**config.mk**
```make
export PLATFORM = sky130hd
export DESIGN_NAME = waveform_min_max_rms_decimator_core
export DESIGN_NICKNAME = d
export VERILOG_FILES = /design/src/rtl/core/wmrd_pkg.sv /design/src/rtl/core/wmrd_arith.sv /design/src/rtl/core/wmrd_seq.sv /design/src/rtl/core/wmrd_dp.sv /design/src/rtl/core/waveform_min_max_rms_decimator_core.sv
export SDC_FILE = /design/constraint.sdc
export NUM_CORES = 2
export LEC_CHECK = 0
export BUFFER_PORTS_ARGS = -buffer_cell sky130_fd_sc_hd__clkbuf_2
export CAP_MARGIN = 25
export CORE_AREA = 2 2 383 385
export CTS_BUF_LIST = sky130_fd_sc_hd__clkbuf_8
export CTS_CLUSTER_DIAMETER = 150
export DETAILED_ROUTE_END_ITERATION = 16
export DIE_AREA = 0 0 385 387
export HOLD_SLACK_MARGIN = 0.03
export PLACE_DENSITY = 0.38
export SYNTH_ARGS = -nofsm -noshare
export SYNTH_HDL_FRONTEND = slang
export SYNTH_SLANG_ARGS = --single-unit
export TNS_END_PERCENT = 100
```
**constraint.sdc**
```tcl
create_clock -name clk -period 7.8 [get_ports clk]
set_clock_uncertainty 0.2 [all_clocks]
set_input_delay 0.78 -clock clk [delete_from_list [all_inputs] [get_ports clk]]
set_output_delay 0.78 -clock clk [all_outputs]
set_load 0.005 [all_outputs]
```
**src/rtl/core/wmrd_pkg.sv**
```systemverilog
package wmrd_pkg;

    localparam int SAMPLE_BITS    = 16;
    localparam int MAX_CHANNELS   = 8;
    localparam int MAX_BINS       = 4096;
    localparam int MAX_BIN_FRAMES = 1048576;

    localparam int CH_W      = 4;
    localparam int SPB_W     = 21;
    localparam int BINS_W    = 13;
    localparam int CFG_W     = 21;
    localparam int CFG_IDX_W = 2;

    localparam int FSUM_W = SAMPLE_BITS + $clog2(MAX_CHANNELS);
    localparam int MAG_W  = FSUM_W;
    localparam int VAL_W  = FSUM_W;
    localparam int SQ_W   = 2 * MAG_W - 1;
    localparam int FRM_W  = SPB_W;
    localparam int SSUM_W = SQ_W + FRM_W - 1;
    localparam int DQ_W   = SQ_W;
    localparam int REM_W  = FRM_W;
    localparam int ROOT_W = (SQ_W + 1) / 2;
    localparam int RAD_W  = 2 * ROOT_W;
    localparam int SREM_W = ROOT_W + 2;
    localparam int POS_W  = $clog2(MAX_CHANNELS) + 1;

    localparam int MIN_W = 16;
    localparam int MAX_W = 15;
    localparam int RMS_W = 16;
    localparam int BNR_W = 12;

    localparam int STEP_W = 4;
    localparam int CNT_W  = 6;

    localparam int CDIV_ITERS = MAG_W;
    localparam int MDIV_ITERS = DQ_W;
    localparam int SQRT_ITERS = ROOT_W;

    typedef logic [CH_W-1:0]      chan_t;
    typedef logic [SPB_W-1:0]     spb_t;
    typedef logic [BINS_W-1:0]    bins_t;
    typedef logic [CFG_W-1:0]     cfg_data_t;
    typedef logic [CFG_IDX_W-1:0] cfg_idx_t;
    typedef logic [STEP_W-1:0]    step_t;
    typedef logic [CNT_W-1:0]     cnt_t;

    localparam cfg_idx_t CFG_CHANNELS = cfg_idx_t'(0);
    localparam cfg_idx_t CFG_SPB      = cfg_idx_t'(1);
    localparam cfg_idx_t CFG_BINS     = cfg_idx_t'(2);

    localparam chan_t CH_RESET   = chan_t'(1);
    localparam spb_t  SPB_RESET  = spb_t'(1);
    localparam bins_t BINS_RESET = bins_t'(1024);

    typedef enum logic [3:0] {
        OP_NONE,
        OP_ACCUM,
        OP_CDIV_LOAD,
        OP_DIV_STEP,
        OP_FRAME,
        OP_SQACC,
        OP_MDIV_LOAD,
        OP_SQRT_LOAD,
        OP_SQRT_STEP,
        OP_EMIT
    } op_t;

    typedef enum logic [2:0] {
        J_NEXT,
        J_GO,
        J_IN,
        J_FRAME,
        J_LOOP,
        J_BIN,
        J_OUT
    } jmp_t;

    typedef struct packed {
        op_t   op;
        logic  take;
        jmp_t  jmp;
        step_t target;
        cnt_t  cnt;
    } ctl_t;

    typedef struct packed {
        logic fire;
        logic out_free;
        logic skip;
        logic frame_close;
        logic bin_close;
    } stat_t;

    typedef struct packed {
        logic div_load;
        logic div_step;
        logic sqrt_load;
        logic sqrt_step;
    } arith_ctl_t;

    typedef struct packed {
        logic signed [MIN_W-1:0] min_value;
        logic [MAX_W-1:0]        max_value;
        logic [RMS_W-1:0]        rms_value;
        logic [BNR_W-1:0]        bin_number;
    } res_t;

endpackage

```
**src/rtl/core/wmrd_arith.sv**
```systemverilog
module wmrd_arith (
    input  logic                           clk,
    input  wmrd_pkg::arith_ctl_t           actl,
    input  logic [wmrd_pkg::REM_W-1:0]     ld_rem,
    input  logic [wmrd_pkg::DQ_W-1:0]      ld_dq,
    input  logic [wmrd_pkg::REM_W-1:0]     ld_divisor,
    output logic [wmrd_pkg::DQ_W-1:0]      quo,
    output logic [wmrd_pkg::ROOT_W-1:0]    root
);

    logic [wmrd_pkg::REM_W-1:0]    rem_reg, rem_next;
    logic [wmrd_pkg::DQ_W-1:0]     dq_reg, dq_next;
    logic [wmrd_pkg::REM_W-1:0]    dvs_reg, dvs_next;
    logic [wmrd_pkg::REM_W:0]      rem_sh;
    logic [wmrd_pkg::REM_W:0]      rem_diff;

    logic [wmrd_pkg::RAD_W-1:0]    sx_reg, sx_next;
    logic [wmrd_pkg::SREM_W-1:0]   srem_reg, srem_next;
    logic [wmrd_pkg::ROOT_W-1:0]   root_reg, root_next;
    logic [wmrd_pkg::SREM_W+1:0]   srem_sh;
    logic [wmrd_pkg::SREM_W+1:0]   trial;
    logic [wmrd_pkg::SREM_W+1:0]   srem_diff;

    // Restoring divider: one quotient bit per cycle.
    always_comb
    begin
        rem_sh   = {rem_reg, dq_reg[wmrd_pkg::DQ_W-1]};
        rem_diff = rem_sh - {1'b0, dvs_reg};
        rem_next = rem_reg;
        dq_next  = dq_reg;
        dvs_next = dvs_reg;
        if (actl.div_load)
        begin
            rem_next = ld_rem;
            dq_next  = ld_dq;
            dvs_next = ld_divisor;
        end
        else if (actl.div_step)
        begin
            if (rem_sh >= {1'b0, dvs_reg})
            begin
                rem_next = rem_diff[wmrd_pkg::REM_W-1:0];
                dq_next  = {dq_reg[wmrd_pkg::DQ_W-2:0], 1'b1};
            end
            else
            begin
                rem_next = rem_sh[wmrd_pkg::REM_W-1:0];
                dq_next  = {dq_reg[wmrd_pkg::DQ_W-2:0], 1'b0};
            end
        end
    end

    // Digit-by-digit square root: two radicand bits per cycle.
    always_comb
    begin
        srem_sh   = {srem_reg, sx_reg[wmrd_pkg::RAD_W-1 -: 2]};
        trial     = {2'b00, root_reg, 2'b01};
        srem_diff = srem_sh - trial;
        sx_next   = sx_reg;
        srem_next = srem_reg;
        root_next = root_reg;
        if (actl.sqrt_load)
        begin
            sx_next   = {{(wmrd_pkg::RAD_W - wmrd_pkg::DQ_W){1'b0}}, dq_reg};
            srem_next = '0;
            root_next = '0;
        end
        else if (actl.sqrt_step)
        begin
            sx_next = {sx_reg[wmrd_pkg::RAD_W-3:0], 2'b00};
            if (srem_sh >= trial)
            begin
                srem_next = srem_diff[wmrd_pkg::SREM_W-1:0];
                root_next = {root_reg[wmrd_pkg::ROOT_W-2:0], 1'b1};
            end
            else
            begin
                srem_next = srem_sh[wmrd_pkg::SREM_W-1:0];
                root_next = {root_reg[wmrd_pkg::ROOT_W-2:0], 1'b0};
            end
        end
    end

    always_ff @(posedge clk)
    begin
        rem_reg  <= rem_next;
        dq_reg   <= dq_next;
        dvs_reg  <= dvs_next;
        sx_reg   <= sx_next;
        srem_reg <= srem_next;
        root_reg <= root_next;
    end

    assign quo  = dq_reg;
    assign root = root_reg;

endmodule

```
**src/rtl/core/wmrd_seq.sv**
```systemverilog
module wmrd_seq (
    input  logic             clk,
    input  logic             rst_n,
    input  wmrd_pkg::stat_t  stat,
    output wmrd_pkg::ctl_t   ctl
);

    localparam wmrd_pkg::step_t P_WAIT  = wmrd_pkg::step_t'(0);
    localparam wmrd_pkg::step_t P_FCHK  = wmrd_pkg::step_t'(1);
    localparam wmrd_pkg::step_t P_CDIV  = wmrd_pkg::step_t'(2);
    localparam wmrd_pkg::step_t P_FRAME = wmrd_pkg::step_t'(3);
    localparam wmrd_pkg::step_t P_SQACC = wmrd_pkg::step_t'(4);
    localparam wmrd_pkg::step_t P_BCHK  = wmrd_pkg::step_t'(5);
    localparam wmrd_pkg::step_t P_MDIV  = wmrd_pkg::step_t'(6);
    localparam wmrd_pkg::step_t P_SQLD  = wmrd_pkg::step_t'(7);
    localparam wmrd_pkg::step_t P_SQRT  = wmrd_pkg::step_t'(8);
    localparam wmrd_pkg::step_t P_EMIT  = wmrd_pkg::step_t'(9);

    localparam wmrd_pkg::cnt_t NO_CNT = wmrd_pkg::cnt_t'(0);
    localparam wmrd_pkg::cnt_t C_CDIV = wmrd_pkg::cnt_t'(wmrd_pkg::CDIV_ITERS);
    localparam wmrd_pkg::cnt_t C_MDIV = wmrd_pkg::cnt_t'(wmrd_pkg::MDIV_ITERS);
    localparam wmrd_pkg::cnt_t C_SQRT = wmrd_pkg::cnt_t'(wmrd_pkg::SQRT_ITERS);
    localparam wmrd_pkg::cnt_t C_LAST = wmrd_pkg::cnt_t'(1);

    function automatic wmrd_pkg::ctl_t rom(input wmrd_pkg::step_t a);
        wmrd_pkg::ctl_t w;
        unique case (a)
            P_WAIT:  w = '{wmrd_pkg::OP_ACCUM, 1'b1, wmrd_pkg::J_IN, P_WAIT, NO_CNT};
            P_FCHK:  w = '{wmrd_pkg::OP_CDIV_LOAD, 1'b0, wmrd_pkg::J_FRAME, P_BCHK, C_CDIV};
            P_CDIV:  w = '{wmrd_pkg::OP_DIV_STEP, 1'b0, wmrd_pkg::J_LOOP, P_WAIT, NO_CNT};
            P_FRAME: w = '{wmrd_pkg::OP_FRAME, 1'b0, wmrd_pkg::J_NEXT, P_WAIT, NO_CNT};
            P_SQACC: w = '{wmrd_pkg::OP_SQACC, 1'b0, wmrd_pkg::J_NEXT, P_WAIT, NO_CNT};
            P_BCHK:  w = '{wmrd_pkg::OP_MDIV_LOAD, 1'b0, wmrd_pkg::J_BIN, P_WAIT, C_MDIV};
            P_MDIV:  w = '{wmrd_pkg::OP_DIV_STEP, 1'b0, wmrd_pkg::J_LOOP, P_WAIT, NO_CNT};
            P_SQLD:  w = '{wmrd_pkg::OP_SQRT_LOAD, 1'b0, wmrd_pkg::J_NEXT, P_WAIT, C_SQRT};
            P_SQRT:  w = '{wmrd_pkg::OP_SQRT_STEP, 1'b0, wmrd_pkg::J_LOOP, P_WAIT, NO_CNT};
            P_EMIT:  w = '{wmrd_pkg::OP_EMIT, 1'b0, wmrd_pkg::J_OUT, P_WAIT, NO_CNT};
            default: w = '{wmrd_pkg::OP_NONE, 1'b0, wmrd_pkg::J_GO, P_WAIT, NO_CNT};
        endcase
        return w;
    endfunction

    wmrd_pkg::step_t step_reg, step_next;
    wmrd_pkg::cnt_t  cnt_reg, cnt_next;
    wmrd_pkg::ctl_t  w;

    always_comb
    begin
        w        = rom(step_reg);
        cnt_next = cnt_reg;
        if (w.cnt != NO_CNT)
        begin
            cnt_next = w.cnt;
        end
        else if (w.jmp == wmrd_pkg::J_LOOP)
        begin
            cnt_next = cnt_reg - 1'b1;
        end

        unique case (w.jmp)
            wmrd_pkg::J_NEXT:  step_next = step_reg + 1'b1;
            wmrd_pkg::J_GO:    step_next = w.target;
            wmrd_pkg::J_IN:    step_next = (stat.fire && !stat.skip) ? step_reg + 1'b1 : step_reg;
            wmrd_pkg::J_FRAME: step_next = stat.frame_close ? step_reg + 1'b1 : w.target;
            wmrd_pkg::J_LOOP:  step_next = (cnt_reg == C_LAST) ? step_reg + 1'b1 : step_reg;
            wmrd_pkg::J_BIN:   step_next = stat.bin_close ? step_reg + 1'b1 : w.target;
            wmrd_pkg::J_OUT:   step_next = stat.out_free ? w.target : step_reg;
            default:           step_next = P_WAIT;
        endcase
    end

    always_ff @(posedge clk or negedge rst_n)
    begin
        if (!rst_n)
        begin
            step_reg <= P_WAIT;
            cnt_reg  <= NO_CNT;
        end
        else
        begin
            step_reg <= step_next;
            cnt_reg  <= cnt_next;
        end
    end

    assign ctl = w;

endmodule

```
**src/rtl/core/wmrd_dp.sv**
```systemverilog
module wmrd_dp (
    input  logic                                  clk,
    input  logic                                  rst_n,
    input  wmrd_pkg::op_t                         op,
    input  logic                                  in_fire,
    input  logic                                  out_free,
    input  logic signed [wmrd_pkg::SAMPLE_BITS-1:0] sample,
    input  logic                                  end_of_data,
    input  logic                                  cfg_write,
    input  wmrd_pkg::cfg_idx_t                    cfg_index,
    input  wmrd_pkg::cfg_data_t                   cfg_data,
    output wmrd_pkg::stat_t                       stat,
    output logic                                  emit,
    output wmrd_pkg::res_t                        res
);

    wmrd_pkg::chan_t chans_reg;
    wmrd_pkg::spb_t  spb_reg;
    wmrd_pkg::bins_t bins_reg;
    wmrd_pkg::chan_t chans_eff;
    wmrd_pkg::spb_t  spb_eff;
    wmrd_pkg::bins_t bins_eff;

    logic signed [wmrd_pkg::FSUM_W-1:0] frame_sum_reg, frame_sum_next;
    logic [wmrd_pkg::POS_W-1:0]         pos_reg, pos_next;
    logic signed [wmrd_pkg::VAL_W-1:0]  bin_min_reg, bin_min_next;
    logic signed [wmrd_pkg::VAL_W-1:0]  bin_max_reg, bin_max_next;
    logic [wmrd_pkg::SSUM_W-1:0]        square_sum_reg, square_sum_next;
    logic [wmrd_pkg::FRM_W-1:0]         frames_reg, frames_next;
    wmrd_pkg::bins_t                    bins_done_reg, bins_done_next;
    logic                               last_reg, last_next;
    logic                               neg_reg, neg_next;
    logic [wmrd_pkg::SQ_W-1:0]          sq_reg, sq_next;

    logic                               skip;
    logic                               fs_neg;
    logic [wmrd_pkg::MAG_W-1:0]         fs_mag;
    logic [wmrd_pkg::MAG_W-1:0]         q;
    logic signed [wmrd_pkg::VAL_W-1:0]  fval;
    logic [2*wmrd_pkg::MAG_W-1:0]       prod;

    wmrd_pkg::arith_ctl_t               actl;
    logic [wmrd_pkg::REM_W-1:0]         ld_rem;
    logic [wmrd_pkg::DQ_W-1:0]          ld_dq;
    logic [wmrd_pkg::REM_W-1:0]         ld_divisor;
    logic [wmrd_pkg::DQ_W-1:0]          quo;
    logic [wmrd_pkg::ROOT_W-1:0]        root;

    always_comb
    begin
        if (chans_reg == '0)
            chans_eff = wmrd_pkg::chan_t'(1);
        else if (chans_reg > wmrd_pkg::chan_t'(wmrd_pkg::MAX_CHANNELS))
            chans_eff = wmrd_pkg::chan_t'(wmrd_pkg::MAX_CHANNELS);
        else
            chans_eff = chans_reg;

        if (spb_reg == '0)
            spb_eff = wmrd_pkg::spb_t'(1);
        else if (spb_reg > wmrd_pkg::spb_t'(wmrd_pkg::MAX_BIN_FRAMES))
            spb_eff = wmrd_pkg::spb_t'(wmrd_pkg::MAX_BIN_FRAMES);
        else
            spb_eff = spb_reg;

        if (bins_reg == '0)
            bins_eff = wmrd_pkg::bins_t'(1);
        else if (bins_reg > wmrd_pkg::bins_t'(wmrd_pkg::MAX_BINS))
            bins_eff = wmrd_pkg::bins_t'(wmrd_pkg::MAX_BINS);
        else
            bins_eff = bins_reg;
    end

    assign skip = (bins_done_reg >= bins_eff);
    assign emit = (op == wmrd_pkg::OP_EMIT) && out_free;

    always_comb
    begin
        stat.fire        = in_fire;
        stat.out_free    = out_free;
        stat.skip        = skip;
        stat.frame_close = (pos_reg >= chans_eff) || last_reg;
        stat.bin_close   = (frames_reg >= spb_eff) || last_reg;
    end

    assign fs_neg = frame_sum_reg[wmrd_pkg::FSUM_W-1];
    assign fs_mag = fs_neg ? (~frame_sum_reg + 1'b1) : frame_sum_reg;
    assign q      = quo[wmrd_pkg::MAG_W-1:0];
    assign fval   = neg_reg ? (~q + 1'b1) : q;
    assign prod   = q * q;

    always_comb
    begin
        actl.div_load  = (op == wmrd_pkg::OP_CDIV_LOAD) || (op == wmrd_pkg::OP_MDIV_LOAD);
        actl.div_step  = (op == wmrd_pkg::OP_DIV_STEP);
        actl.sqrt_load = (op == wmrd_pkg::OP_SQRT_LOAD);
        actl.sqrt_step = (op == wmrd_pkg::OP_SQRT_STEP);
        if (op == wmrd_pkg::OP_MDIV_LOAD)
        begin
            ld_rem     = {{(wmrd_pkg::REM_W - (wmrd_pkg::SSUM_W - wmrd_pkg::DQ_W)){1'b0}},
                          square_sum_reg[wmrd_pkg::SSUM_W-1:wmrd_pkg::DQ_W]};
            ld_dq      = square_sum_reg[wmrd_pkg::DQ_W-1:0];
            ld_divisor = frames_reg;
        end
        else
        begin
            ld_rem     = '0;
            ld_dq      = {fs_mag, {(wmrd_pkg::DQ_W - wmrd_pkg::MAG_W){1'b0}}};
            ld_divisor = {{(wmrd_pkg::REM_W - wmrd_pkg::CH_W){1'b0}}, chans_eff};
        end
    end

    always_comb
    begin
        frame_sum_next  = frame_sum_reg;
        pos_next        = pos_reg;
        bin_min_next    = bin_min_reg;
        bin_max_next    = bin_max_reg;
        square_sum_next = square_sum_reg;
        frames_next     = frames_reg;
        bins_done_next  = bins_done_reg;
        last_next       = last_reg;
        neg_next        = neg_reg;
        sq_next         = sq_reg;

        unique case (op)
            wmrd_pkg::OP_ACCUM:
            begin
                if (in_fire)
                begin
                    if (skip)
                    begin
                        if (end_of_data)
                        begin
                            frame_sum_next  = '0;
                            pos_next        = '0;
                            bin_min_next    = '0;
                            bin_max_next    = '0;
                            square_sum_next = '0;
                            frames_next     = '0;
                            bins_done_next  = '0;
                        end
                    end
                    else
                    begin
                        frame_sum_next = frame_sum_reg
                            + {{(wmrd_pkg::FSUM_W - wmrd_pkg::SAMPLE_BITS)
                                {sample[wmrd_pkg::SAMPLE_BITS-1]}}, sample};
                        pos_next       = pos_reg + 1'b1;
                        last_next      = end_of_data;
                    end
                end
            end
            wmrd_pkg::OP_CDIV_LOAD:
            begin
                neg_next = fs_neg;
            end
            wmrd_pkg::OP_FRAME:
            begin
                if (fval < bin_min_reg)
                    bin_min_next = fval;
                if (fval > bin_max_reg)
                    bin_max_next = fval;
                sq_next        = prod[wmrd_pkg::SQ_W-1:0];
                frames_next    = frames_reg + 1'b1;
                frame_sum_next = '0;
                pos_next       = '0;
            end
            wmrd_pkg::OP_SQACC:
            begin
                square_sum_next = square_sum_reg
                    + {{(wmrd_pkg::SSUM_W - wmrd_pkg::SQ_W){1'b0}}, sq_reg};
            end
            wmrd_pkg::OP_EMIT:
            begin
                if (out_free)
                begin
                    bin_min_next    = '0;
                    bin_max_next    = '0;
                    square_sum_next = '0;
                    frames_next     = '0;
                    bins_done_next  = bins_done_reg + 1'b1;
                    if (last_reg)
                    begin
                        frame_sum_next = '0;
                        pos_next       = '0;
                        bins_done_next = '0;
                        last_next      = 1'b0;
                    end
                end
            end
            default:
            begin
            end
        endcase
    end

    always_ff @(posedge clk or negedge rst_n)
    begin
        if (!rst_n)
        begin
            chans_reg <= wmrd_pkg::CH_RESET;
            spb_reg   <= wmrd_pkg::SPB_RESET;
            bins_reg  <= wmrd_pkg::BINS_RESET;
        end
        else if (cfg_write)
        begin
            if (cfg_index == wmrd_pkg::CFG_CHANNELS)
                chans_reg <= cfg_data[wmrd_pkg::CH_W-1:0];
            else if (cfg_index == wmrd_pkg::CFG_SPB)
                spb_reg <= cfg_data[wmrd_pkg::SPB_W-1:0];
            else if (cfg_index == wmrd_pkg::CFG_BINS)
                bins_reg <= cfg_data[wmrd_pkg::BINS_W-1:0];
        end
    end

    always_ff @(posedge clk or negedge rst_n)
    begin
        if (!rst_n)
        begin
            frame_sum_reg  <= '0;
            pos_reg        <= '0;
            bin_min_reg    <= '0;
            bin_max_reg    <= '0;
            square_sum_reg <= '0;
            frames_reg     <= '0;
            bins_done_reg  <= '0;
            last_reg       <= 1'b0;
        end
        else
        begin
            frame_sum_reg  <= frame_sum_next;
            pos_reg        <= pos_next;
            bin_min_reg    <= bin_min_next;
            bin_max_reg    <= bin_max_next;
            square_sum_reg <= square_sum_next;
            frames_reg     <= frames_next;
            bins_done_reg  <= bins_done_next;
            last_reg       <= last_next;
        end
    end

    always_ff @(posedge clk)
    begin
        neg_reg <= neg_next;
        sq_reg  <= sq_next;
    end

    wmrd_arith u_arith (
        .clk        (clk),
        .actl       (actl),
        .ld_rem     (ld_rem),
        .ld_dq      (ld_dq),
        .ld_divisor (ld_divisor),
        .quo        (quo),
        .root       (root)
    );

    always_comb
    begin
        res.min_value  = bin_min_reg[wmrd_pkg::MIN_W-1:0];
        res.max_value  = bin_max_reg[wmrd_pkg::MAX_W-1:0];
        res.rms_value  = root[wmrd_pkg::RMS_W-1:0];
        res.bin_number = bins_done_reg[wmrd_pkg::BNR_W-1:0];
    end

endmodule

```
**src/rtl/core/waveform_min_max_rms_decimator_core.sv**
```systemverilog
// Channel   Signals                                                  Dir
// input     in_valid, in_ready, sample, end_of_data                  in
// result    out_valid, out_ready, min_value, max_value, rms_value,   out
//           bin_number
// config    cfg_write, cfg_index, cfg_data                           in
//
// A sample that leaves its frame and bin open passes through take, frame check and bin check.
// A sample that closes a frame also runs the bit-serial channel divider (19 steps). A sample
// that closes a bin adds the 37-step mean divider and the 19-step square root loop of the
// shared arithmetic unit; a bin closed by a smaller bin size without a frame closing skips
// the channel divider.
// Reset is asynchronous and active low; it clears all stream state at once.
// A result waits in the output register while the next item is taken; the sequencer
// holds at its emit step only while an earlier result is still untaken.
module waveform_min_max_rms_decimator_core (
    input  logic                                    clk,
    input  logic                                    rst_n,
    input  logic                                    in_valid,
    output logic                                    in_ready,
    input  logic signed [wmrd_pkg::SAMPLE_BITS-1:0] sample,
    input  logic                                    end_of_data,
    output logic                                    out_valid,
    input  logic                                    out_ready,
    output logic signed [wmrd_pkg::MIN_W-1:0]       min_value,
    output logic [wmrd_pkg::MAX_W-1:0]              max_value,
    output logic [wmrd_pkg::RMS_W-1:0]              rms_value,
    output logic [wmrd_pkg::BNR_W-1:0]              bin_number,
    input  logic                                    cfg_write,
    input  wmrd_pkg::cfg_idx_t                      cfg_index,
    input  wmrd_pkg::cfg_data_t                     cfg_data
);

    wmrd_pkg::ctl_t  ctl;
    wmrd_pkg::stat_t stat;
    wmrd_pkg::res_t  res;
    wmrd_pkg::res_t  res_reg;
    logic            out_valid_reg, out_valid_next;
    logic            in_fire;
    logic            out_free;
    logic            emit;

    assign in_ready = ctl.take;
    assign in_fire  = in_valid && ctl.take;
    assign out_free = !out_valid_reg || out_ready;

    wmrd_seq u_seq (
        .clk   (clk),
        .rst_n (rst_n),
        .stat  (stat),
        .ctl   (ctl)
    );

    wmrd_dp u_dp (
        .clk         (clk),
        .rst_n       (rst_n),
        .op          (ctl.op),
        .in_fire     (in_fire),
        .out_free    (out_free),
        .sample      (sample),
        .end_of_data (end_of_data),
        .cfg_write   (cfg_write),
        .cfg_index   (cfg_index),
        .cfg_data    (cfg_data),
        .stat        (stat),
        .emit        (emit),
        .res         (res)
    );

    always_comb
    begin
        if (emit)
            out_valid_next = 1'b1;
        else if (out_ready)
            out_valid_next = 1'b0;
        else
            out_valid_next = out_valid_reg;
    end

    always_ff @(posedge clk or negedge rst_n)
    begin
        if (!rst_n)
            out_valid_reg <= 1'b0;
        else
            out_valid_reg <= out_valid_next;
    end

    always_ff @(posedge clk)
    begin
        if (emit)
            res_reg <= res;
    end

    assign out_valid  = out_valid_reg;
    assign min_value  = res_reg.min_value;
    assign max_value  = res_reg.max_value;
    assign rms_value  = res_reg.rms_value;
    assign bin_number = res_reg.bin_number;

    a_emit_into_free: assert property (@(posedge clk) disable iff (!rst_n)
        emit |-> (!out_valid_reg || out_ready))
        else $error("result emitted over an untaken item");

    a_emit_shows: assert property (@(posedge clk) disable iff (!rst_n)
        emit |=> out_valid_reg)
        else $error("emitted result not presented");

    a_valid_from_emit: assert property (@(posedge clk) disable iff (!rst_n)
        $rose(out_valid_reg) |-> $past(emit))
        else $error("output valid raised without an emit");

    a_no_take_while_busy: assert property (@(posedge clk) disable iff (!rst_n)
        in_ready |-> (ctl.op == wmrd_pkg::OP_ACCUM && !emit))
        else $error("input taken outside the wait step");

endmodule

```
==> Word-level counts from Yosys, hierarchy flattened <==
Memories as Yosys holds them, arrays and structs flattened.
Cells that the tools add are included.
{ "op_classes": {"n_addsub": 11, "n_lt_le_gt_ge": 10, "n_mul": 1, "eq_ne": 30, "reduce_logical": 33, "n_mux": 70, "bitwise": 4} }
{ "op_table": {"columns": ["op", "count"], "rows": [
  ["$mux 19", 12],
  ["$mux 57", 4],
  ["$mux 21", 10],
  ["$mux 37", 5],
  ["$pmux 19 s3", 3],
  ["$pmux 57 s3", 1],
  ["$mux 13", 7],
  ["$pmux 21 s3", 1],
  ["$add 57x37->57", 1],
  ["$mux 4", 13],
  ["$sub 21x21->21", 2],
  ["$add 19x1->19 const B", 2],
  ["$not 19->19", 2],
  ["$mul 19x19->37", 1],
  ["$pmux 4 s7", 1],
  ["$pmux 13 s2", 1],
  ["$ge 23x21->1", 1],
  ["$ge 22x21->1", 1],
  ["$add 21x1->21 const B", 1],
  ["$ge 21x21->1", 1],
  ["$gt 21x21->1 const B", 1],
  ["$logic_not 21->1", 1],
  ["$mux 20", 1],
  ["$reduce_and 5->1", 4],
  ["other kinds (42)", 82]
]} }
{ "totals": {"memories": 1, "word_cells": 188, "out_inout_bits": 61, "reg_bits": 456, "romBits": 240, "inputBits": 45} }
{ "mem_list": {"columns": ["name", "depth", "word_bits", "read_ports", "rd_ports_with_merged_regs", "write_ports", "line_no", "text"], "rows": [
  ["(no name shown)", 16, 15, 1, 0, 0, "wmrd_seq.sv:27", "unique case (a)"]
]} }

==> Logic depth before layout (Yosys ltp) <==
{ "logic_depth": {"depth_word": 8, "depth_mapped": 25, "ltp_nobuf": 23} }

==> By module <==
From an unflattened synthesis, not the netlist that was laid out.
{ "hier_totals": {"cells_unflattened": 3702, "hier_area_um2": 37015.5} }
{ "by_module_without_submodules": {"columns": ["module", "seq_area_each_um2", "area_each_um2", "cells_each", "instances"], "rows": [
  ["wmrd_dp", 5894.4, 25344.3, 2729, 1],
  ["wmrd_arith", 4304.1, 8733.4, 772, 1],
  ["waveform_min_max_rms_decimator_core", 1796.7, 1825.5, 63, 1],
  ["wmrd_seq", 250.2, 1112.3, 138, 1]
]} }

==> Least setup slack after synthesis <==
Ideal clock, no wire load.
{ "synth_path": {"path_type": "reg2reg", "from": "register u_dp.u_arith.dq_reg, in the netlist u_dp.u_arith.quo[4]", "to": "register u_dp.sq_reg[36] in the netlist's numbering (data pin)", "required_time_ns": 7.340, "path_stages_with_launch": 24, "arrival_ns": 6.442, "setup_slack_ns": 0.898, "setup_time_ns": 0.260, "cell_sequence": "edfxtp_1 > clkbuf_1 > clkbuf_1 > nand2_1 > fa_1 > inv_1 > fa_1 > fa_1 > fa_1 > fa_1 > inv_1 > fa_1 > inv_1 > ha_1 > clkbuf_1 > o21ai_0 > o21bai_1 > a21o_1 > a221oi_1 > o21ai_0 > nor3_1 > o31ai_1 > a311o_1 > xnor2_1"} }
{ "synth_via": {"elab_chain_cells": 1} }
{ "synth_rtl": {"columns": ["item", "line_no", "text"], "rows": [
  ["start, declared", "wmrd_arith.sv:12", "logic [wmrd_pkg::DQ_W-1:0] dq_reg, dq_next;"],
  ["start signal, assigned", "wmrd_arith.sv:87", "dq_reg <= dq_next;"],
  ["$mul 19x19->37", "wmrd_dp.sv:89", "assign prod = q * q;"],
  ["via u_dp.prod (one bit)", "wmrd_dp.sv:40", "logic [2*wmrd_pkg::MAG_W-1:0] prod;"],
  ["end signal, assigned", "wmrd_dp.sv:245", "sq_reg <= sq_next;"],
  ["end, declared", "wmrd_dp.sv:33", "logic [wmrd_pkg::SQ_W-1:0] sq_reg, sq_next;"]
]} }
The timed path passes the listed nets, and every way through them passes these cells.
A chain may end at the register's enable or synchronous reset.

==> Worst setup path in the final report <==
{ "layout_path": {"from": "register u_dp.u_arith.dq_reg, in the netlist u_dp.u_arith.quo[16]", "to": "register u_dp.sq_reg[36] in the netlist's numbering (data pin)"} }
Same word-level chain as after synthesis.

==> metrics.md <==
| Metric | Value |
|---|---|
| Crit path DAT | 7.62 ns |
| IO buf count | 105 |
| Flop-to-flop setup slack | 0.45 ns |
| Root Buffer | clkbuf_8 |
| Core region area | 0.1449 sq mm |
| I/O Pins | 106 |
| Gate Count Post-Synth | 3760 |
| Mean Syn Cell Area | 9.581 sq um |
| Initial antenna violation count | 5 |
| Iteration-0 DRC Markers | 1356 |
| Largest stage delay, worst path | 0.76 ns |
| Post-synth EDFFs | 212 |
| Die W | 385 microns |
| Pins over their slew limit | 0 |
| HP Class | in2reg |
| Achievable Freq | 136.0 MHz |
| Layout Area Growth over Synthesis | 13.62% |
| Post-cts sizing count | 0 |
| Synth Flop Type | edfxtp_1 |
| CP top delay family | adder cells |
| Worst Path Buf+Inv | 6 |
| Max FFs per register | 57 |
| Worst Hold Launch | cfg_data[10] |
| Die area | 0.1490 sq mm |
| Initial Utilization | 24.87% |
| Hold endpoint | u_dp.spb_reg[10] |
| Netlist Area Pre-Place | 0.03603 sq mm |
| Drt wl/cell | 17.92 microns |
| Nets | 4492 |
| Sequential Area | 0.01225 sq mm |
| Worst-path cell chain | nand2_1, fa_1, inv_1, fa_1, inv_1, fa_1, inv_1, fa_1, fa_1, inv_1, fa_1, inv_1, ha_1, nand2_1, nor2_1, nand3_1, nor2_1, and3_1, nor3_1, buf_4, o31ai_1, a311o_1, xnor2_1 |
| TritonCTS clock tree | built |
| Setup Viol. Count Final | 0 |
| Worst Max-Slew Pin Slew | 0.9690 ns |
| Min Clock Period, post-route | 7.352 ns |
| Period utilization | 94.26% |
| # Post-CTS Setup Buffers | 0 |
| Seq cells post-synth | 455 |
| Clk_lat worst skew | 0.75 ns |
| Required @ worst endpoint | 8.07 ns |
| # H-tree levels | 3 |
| RSZ-0062 raised after global routing | false |
| Reg2Reg Depth | 23 |
| Placed Area | 0.03893 sq mm |
| Critical path class | reg2reg |
| Clock Sinks | 455 |
| Drt pass-1 iters | 5 |
| Crit-path most repeated cell | fa_1 |
| Vias | 26.75k |
| CTS buffer count | 90 |
| CTS max path bufs | 3 |
| Die extent in y | 387 microns |
| Post-layout util | 28.26% |
| Post-DRT Antenna Nets | 0 |
| Rel. slew slack | 35.40% |
| Startpoint types | flip-flop |
| CP max stage cell | edfxtp_1 |
| Maximum number of pins on one net before global-route repair | 87 |
| Ys Warns | 0 |
| Max_cap viols | 0 |
| Site Rows | 140 |
| Crit. End Element | flip-flop |
| Clock-pin transition on the worst setup and hold timing paths | 0.06 ns |
| Design area | 0.04093 sq mm |
| Outcome | finished clean |
| First-pass GRT wire length | 168200 microns |
| RR Endpoint | u_dp.sq_reg[36] |
| Number of hold buffers added after CTS | 18 |
| Worst reg2reg startpoint | u_dp.u_arith.quo[16] |
| Dpl hpwl | 79110 microns |
| Drt total wl | 105500 microns |
| Synth cell types | 92 |
| FFs w/ async S/R, synth | 44.40% |
| Final hold violation count | 0 |
| Area of the multi-input gates | 0.02138 sq mm |
| # fillers | 15.40k |
| Total gr overflow | 0 |
| DRC | 0 |
| Placer Congestion | 0.7939 |
| Setup TNS | 0 ns |
| CP max FO | 14 |
| Sequential fraction of the synthesis area | 33.99% |
| Layout cell share with drive strength beyond 1 | 10.65% |
| Vias in the first global route | 28.17k |
| Net Count, Synth | 4360 |
| Total GRT Usage | 14.42% |
| Hold Path Stages | 2 |
| Vias/cell | 4.542 |
==> synthesized netlist by cell type, types with 79 or more instances <==
library cell,n,area [sq um]
mux2_2,79,889.6
a21oi_1,175,875.8
clkbuf_1,116,435.4
dfrtp_1,199,4980
nor2_1,175,656.9
edfxtp_1,212,6366
nand2_1,471,1768
fa_1,251,5025
and2_1,93,581.8
xnor2_1,112,980.9
inv_1,491,1843
nand3_1,88,440.4
ha_1,304,3804
o21ai_0,222,1111
==> cell type report <==
| class | count | area share, % |
|---|---|---|
| Tap cell | 1917 | 5.860 |
| Inverter | 495 | 4.539 |
| Sequential cell | 455 | 29.92 |
| Timing Repair Buffer | 187 | 3.002 |
| Clock buffer | 103 | 3.463 |
| Clock inverter | 67 | 0.9720 |
| Antenna cell | 2 | 0.01223 |
| Multi-Input combinational cell | 2663 | 52.24 |
==> worst max-delay path by stage <==
| stage | from | to | slack [ns] | cells after the start |
|---|---|---|---|---|
| 5_1_grt | u_dp.u_arith.quo[14] | u_dp.sq_reg[36] | 0.12 | 22 |
| 2_1_floorplan | u_dp.u_arith.quo[4] | u_dp.sq_reg[36] | 0.90 | 23 |
| 3_5_place_dp | u_dp.u_arith.quo[16] | u_dp.sq_reg[36] | 0.44 | 23 |
| 3_3_place_gp | u_dp.u_arith.quo[14] | u_dp.sq_reg[36] | 0.51 | 22 |
| 4_1_cts | u_dp.u_arith.quo[16] | u_dp.sq_reg[36] | 0.42 | 23 |
| 6_report | u_dp.u_arith.quo[16] | u_dp.sq_reg[36] | 0.45 | 23 |
==> stage by stage <==
stage               cells  hold slack [ns]  worst slack [ns]
floorplan            3760           0.2082            0.8983
global placement     5698           0.2148            0.5145
detailed placement   5699           0.2148            0.4412
CTS                  5887          0.03333            0.4212
global route         5888          0.07151            0.1182
finish               5889           0.1247            0.4477
==> cell families after synthesis <==
kind of cell             count (synthesis)  share of synthesized area, %
XOR/XNOR                               173                         4.206
multiplexers                           102                         3.108
AND/OR/NAND/NOR                       1088                         14.23
AO/OA/AOI/OAI                          745                         13.10
flip-flops                             455                         33.99
adder cells (fa/ha/maj)                555                         24.51
buffers and inverters                  642                         6.852
==> worst register-to-register path, cell delays in order (launching register included) <==
cell,delay [ns]
edfxtp_1,0.76
nand2_1,0.30
fa_1,0.58
inv_1,0.05
fa_1,0.50
inv_1,0.05
fa_1,0.53
inv_1,0.05
fa_1,0.46
fa_1,0.49
inv_1,0.05
fa_1,0.62
inv_1,0.07
ha_1,0.36
nand2_1,0.10
nor2_1,0.30
nand3_1,0.16
nor2_1,0.19
and3_1,0.28
nor3_1,0.09
buf_4,0.15
o31ai_1,0.42
a311o_1,0.27
xnor2_1,0.06
==> cells in the final DEF, fill, tap and decap left out, drive strengths merged, types with 23 or more instances in the layout <==
master and count:
inv 530, o21ai 234, nand2 471, a21oi 178, nand4 24, or3 23, clkinv 26, nand3 88
nand2b 34, nor2b 23, fa 251, o31ai 42, nor2 176, buf 65, mux2 79, clkbuf 207
dfxtp 41, a21o 73, and3 42, dfrtp 199, o22ai 27, ha 304, xor2 61, nor3 47
mux2i 23, edfxtp 212, and2 93, xnor2 112
==> metal layers <==
| metal | vias up | part of all wire (%) | track usage [%] |
|---|---|---|---|
| met5 | - | 0.025 | 0 |
| met1 | 13160 | 47 | 19.54 |
| met2 | 372 | 48 | 23.98 |
| met4 | 4 | 2.1 | 4.155 |
| met3 | 115 | 3.2 | 1.745 |
| li1 | 13100 | - | - |
Power is not shown: default switching activity piles up to over one toggle a cycle in this logic, so the estimate is an artifact.
